[src/hdl/assert_macros.svh]
// Assertion helpers, sampled on clk_i.
`ifndef ASSERT_MACROS_SVH
`define ASSERT_MACROS_SVH

// checked only outside reset
`define WIS_ASSERT(lbl, prop, msg) \
  lbl: assert property (@(posedge clk_i) disable iff (!rst_ni) prop) else $error(msg);

// checked during reset too
`define WIS_ASSERT_RST(lbl, prop, msg) \
  lbl: assert property (@(posedge clk_i) prop) else $error(msg);

`endif

[src/hdl/wis_ram.sv]
module wis_ram #(
  parameter int WIDTH = 8,
  parameter int DEPTH = 16
) (
  input  logic                     clk_i,
  input  logic                     we_i,
  input  logic [$clog2(DEPTH)-1:0] waddr_i,
  input  logic [WIDTH-1:0]         wdata_i,
  input  logic [$clog2(DEPTH)-1:0] raddr_i,
  output logic [WIDTH-1:0]         rdata_o
);

  logic [WIDTH-1:0] mem [DEPTH];

  always_ff @(posedge clk_i) begin
    if (we_i) begin
      mem[waddr_i] <= wdata_i;
    end
    rdata_o <= mem[raddr_i];
  end

endmodule

[config.mk]
export PLATFORM = sky130hd
export DESIGN_NAME = wis_ram
export DESIGN_NICKNAME = d
export VERILOG_FILES = /design/src/hdl/assert_macros.svh /design/src/hdl/wis_ram.sv
export SDC_FILE = /design/constraint.sdc
export NUM_CORES = 1
export LEC_CHECK = 0
export ABC_CLOCK_PERIOD_IN_PS = 2150
export BUFFER_PORTS_ARGS = -buffer_cell sky130_fd_sc_hd__buf_2
export CAP_MARGIN = 20
export CORE_MARGIN = 8
export CORE_UTILIZATION = 29
export CTS_BUF_LIST = sky130_fd_sc_hd__clkbuf_4
export DETAILED_ROUTE_END_ITERATION = 16
export SYNTH_ARGS = -nofsm -noshare
export SYNTH_HDL_FRONTEND = slang
export SYNTH_SLANG_ARGS = --single-unit
[constraint.sdc]
create_clock -name clk_i -period 2.15 [get_ports clk_i]
set_clock_uncertainty 0.15 [all_clocks]
set_input_delay 0.215 -clock clk_i [delete_from_list [all_inputs] [get_ports clk_i]]
set_output_delay 0.215 -clock clk_i [all_outputs]
set_load 0.03 [all_outputs]
==> impl_results.md <==
* Run status: complete, no violations
* CP delay by family, top: flip-flops
* Slew Viols, Final at 0
* Part of the power in combinational logic at 6.2%
* Drt initial violations at 160
* WHS at 0.126 ns
* Layout area overhead at 17.3%
* Net Count, Synth at 247
* Final Non-Filler Cells at 531
* Hold_sp: waddr_i[0]
* Crit path kind: flip-flop to output port
* Max stage delay on crit path at 0.41 ns
* Cell count after synthesis at 229
* R2R setup slack at 0.66 ns
* Dpl hpwl at 6.51 mm
* Critical path fanouts, max at 1
* Longest Clk Path Bufs at 2
* Pre-antenna DRT Iters at 5
* Antenna-violating nets left at 0
* Ant diodes at 0
* Int Power at 3.99 mW
* Worst slack at placement at 0.284 ns
* Total CTS buffers at 17
* DR vias at 2441
* Relative slew margins at 71.7%
* Final Critical Period at 1.50 ns
* Fin nets at 311
* Die width at 149 um
* Hold Fails Final Rpt at 0
* Buf/Inv on CP at 1
* Share of cells above drive strength 1 at 30.7%
* Worst path depth at 1
* Pwr/cell area at 842 mW/mm2
* Max Cap Viol at 0
* Reg2reg start: mem[9][1]$_DFFE_PP_
* Final wirelength at 9.93 mm
* Global route total overflow at 0
* Drt drc at 0
* Seq cells post-synth at 136
* Final worst setup slack at 0.651 ns
* Crit end category: output port
* Initial antenna violation count at 1
* Initial Util at 29.7%
* GRT Resource Usage Total at 9.53%
* Max stage delay cell, worst path: dfxtp_1
* Most common cell after layout, fill and taps aside: edfxtp_1
* Core Rows at 48
* Post-Syn Area per Cell at 22.5 um2
* Reg-to-Reg End: rdata_o[1]$_DFF_P_
* I/O pins at 26
* Area of the mapped netlist at 0.00515 mm2
* VDD IR max at 410 uV
* Clk pwr share at 35.2%
* Register area share after synthesis at 77.8%
* Core footprint at 0.0174 mm2
* TNS Setup at 0 ns
* Largest net degree at the start of global routing at 33
* Startpoint Class: flip-flop
* Count of buffers from port buffering at 25
* Worst Hold End: mem[8][6]$_DFFE_PP_
* Placed cell area at 0.00565 mm2
* Sequential power share at 58.5%
* Most frequent cells in the layout: edfxtp_1 (128), buf_2 (25), buf_4 (21)
* Fmax at 667 MHz
* First-pass GRT wire length at 15.5 mm
* Clock transition at path regs at 0.11 ns
* H-tree depth at 4
* Ys Warns at 0
* Reg2Reg Depth at 3
* CTS Sinks at 136
* Vias per cell at 4.60
* RSZ-0062 raised after global routing: no
* Req. time, crit path at 1.78 ns
* CP cell instances: buf_2
* Pleak at 2.00 nW
* Period utilization at 69.7%
* Die area at 0.0223 mm2
* Worst hold stages at 3
* Worst-Margin Slew at 0.425 ns
* GP Congestion at 0.719
* Vias in the first global route at 2616
* CTS tree: built
* Cts repair resizes at 0
* Root Driver: clkbuf_4
* Die outline height at 149 um
* Synth cell types at 19
* Cells after DPL at 491
* Clk_lat worst skew at 0.49 ns
* Design Area, Final at 0.00604 mm2
* Sw frac at 21.5%
* Drt wl/cell at 18.7 um
* Worst Hold Class: primary input to flip-flop
* Net switching power at 1.09 mW
* Crit path DAT at 1.13 ns
* Final setup violation count at 0
[power groups by stage]
stage          Clock, mW  Sequential [mW]  Combinational (mW)
2_1_floorplan          0             3.07               0.150
3_3_place_gp           0             3.04               0.305
3_5_place_dp           0             3.04               0.313
4_1_cts             1.83             2.98               0.326
5_1_grt             1.95             2.98               0.347
6_report            1.79             2.98               0.317
[worst max path at each step]
stage                         from                  end  slack (ns)
2_1_floorplan           waddr_i[2]  mem[0][0]$_DFFE_PP_        0.29
3_3_place_gp            raddr_i[0]   rdata_o[5]$_DFF_P_        0.30
3_5_place_dp            raddr_i[0]   rdata_o[5]$_DFF_P_        0.28
4_1_cts         rdata_o[6]$_DFF_P_           rdata_o[6]        0.57
5_1_grt        mem[1][0]$_DFFE_PP_   rdata_o[0]$_DFF_P_        0.56
6_report        rdata_o[6]$_DFF_P_           rdata_o[6]        0.65
[per-layer routing]
metal  vias to the layer above  wire length (um)  global-route usage [%]
li1                       1104                 -                       -
met1                      1279              4340                    12.0
met2                        52              5070                    15.1
met3                         4               464                    3.34
met4                         2                37                    2.88
met5                         -                13                       0
[cells by family (layout without fill, tap and decap cells)]
logic type	Yosys count	after routing	share of synthesized area (%)
mux	32	32	15.0
compound gates	16	16	2.33
flops	136	136	77.8
simple gates	35	35	3.18
buf+inv	10	87	1.68
[cells in the mapped netlist, drive strengths merged]
| cell | instances | area, um2 |
|---|---|---|
| buf | 7 | 56.3 |
| nand3 | 1 | 5.00 |
| clkdlybuf4s25 | 3 | 30.0 |
| nor2 | 13 | 48.8 |
| dfxtp | 8 | 160 |
| mux4 | 32 | 773 |
| nor2b | 1 | 6.26 |
| nand3b | 2 | 15.0 |
| and2 | 1 | 6.26 |
| nand2b | 2 | 12.5 |
| and2b | 1 | 7.51 |
| or3b | 1 | 8.76 |
| a22oi | 16 | 120 |
| nor3 | 4 | 20.0 |
| nand2 | 9 | 33.8 |
| edfxtp | 128 | 3840 |
[state kept, by name, indices dropped and copies added, names as in the netlist]
signal   count
rdata_o      8
mem        128
[timing repair]
item,4_1_cts,5_1_grt
endpoints found under the hold margin,128,0
hold buffers,8,0
buffers inserted,0,0
setup endpoints to repair,0,0
[area by class of cell]
cell class	count	area [um2]
Sequential cell	136	4000
Timing Repair Buffer	55	383
Fill cell	1605	11300
Tap cell	225	282
Clock inverter	15	184
Multi-Input combinational cell	83	1060
Clock buffer	17	128
[worst register-to-register path, cell delays in order, from the launching register on]
cell and delay, ns:
edfxtp_1 0.38, mux4_1 0.50, a22oi_1 0.27, nand2_1 0.09
[per-stage QoR]
| step | total power [mW] | util [%] |
|---|---|---|
| after floorplan | 3.22 | - |
| after global routing | 5.28 | 34.8 |
| final | 5.08 | 34.8 |
| after global placement | 3.34 | 32.5 |
| after CTS | 5.14 | 34.8 |
| after detailed placement | 3.35 | 32.5 |
Power figures use the tool's default switching activity.
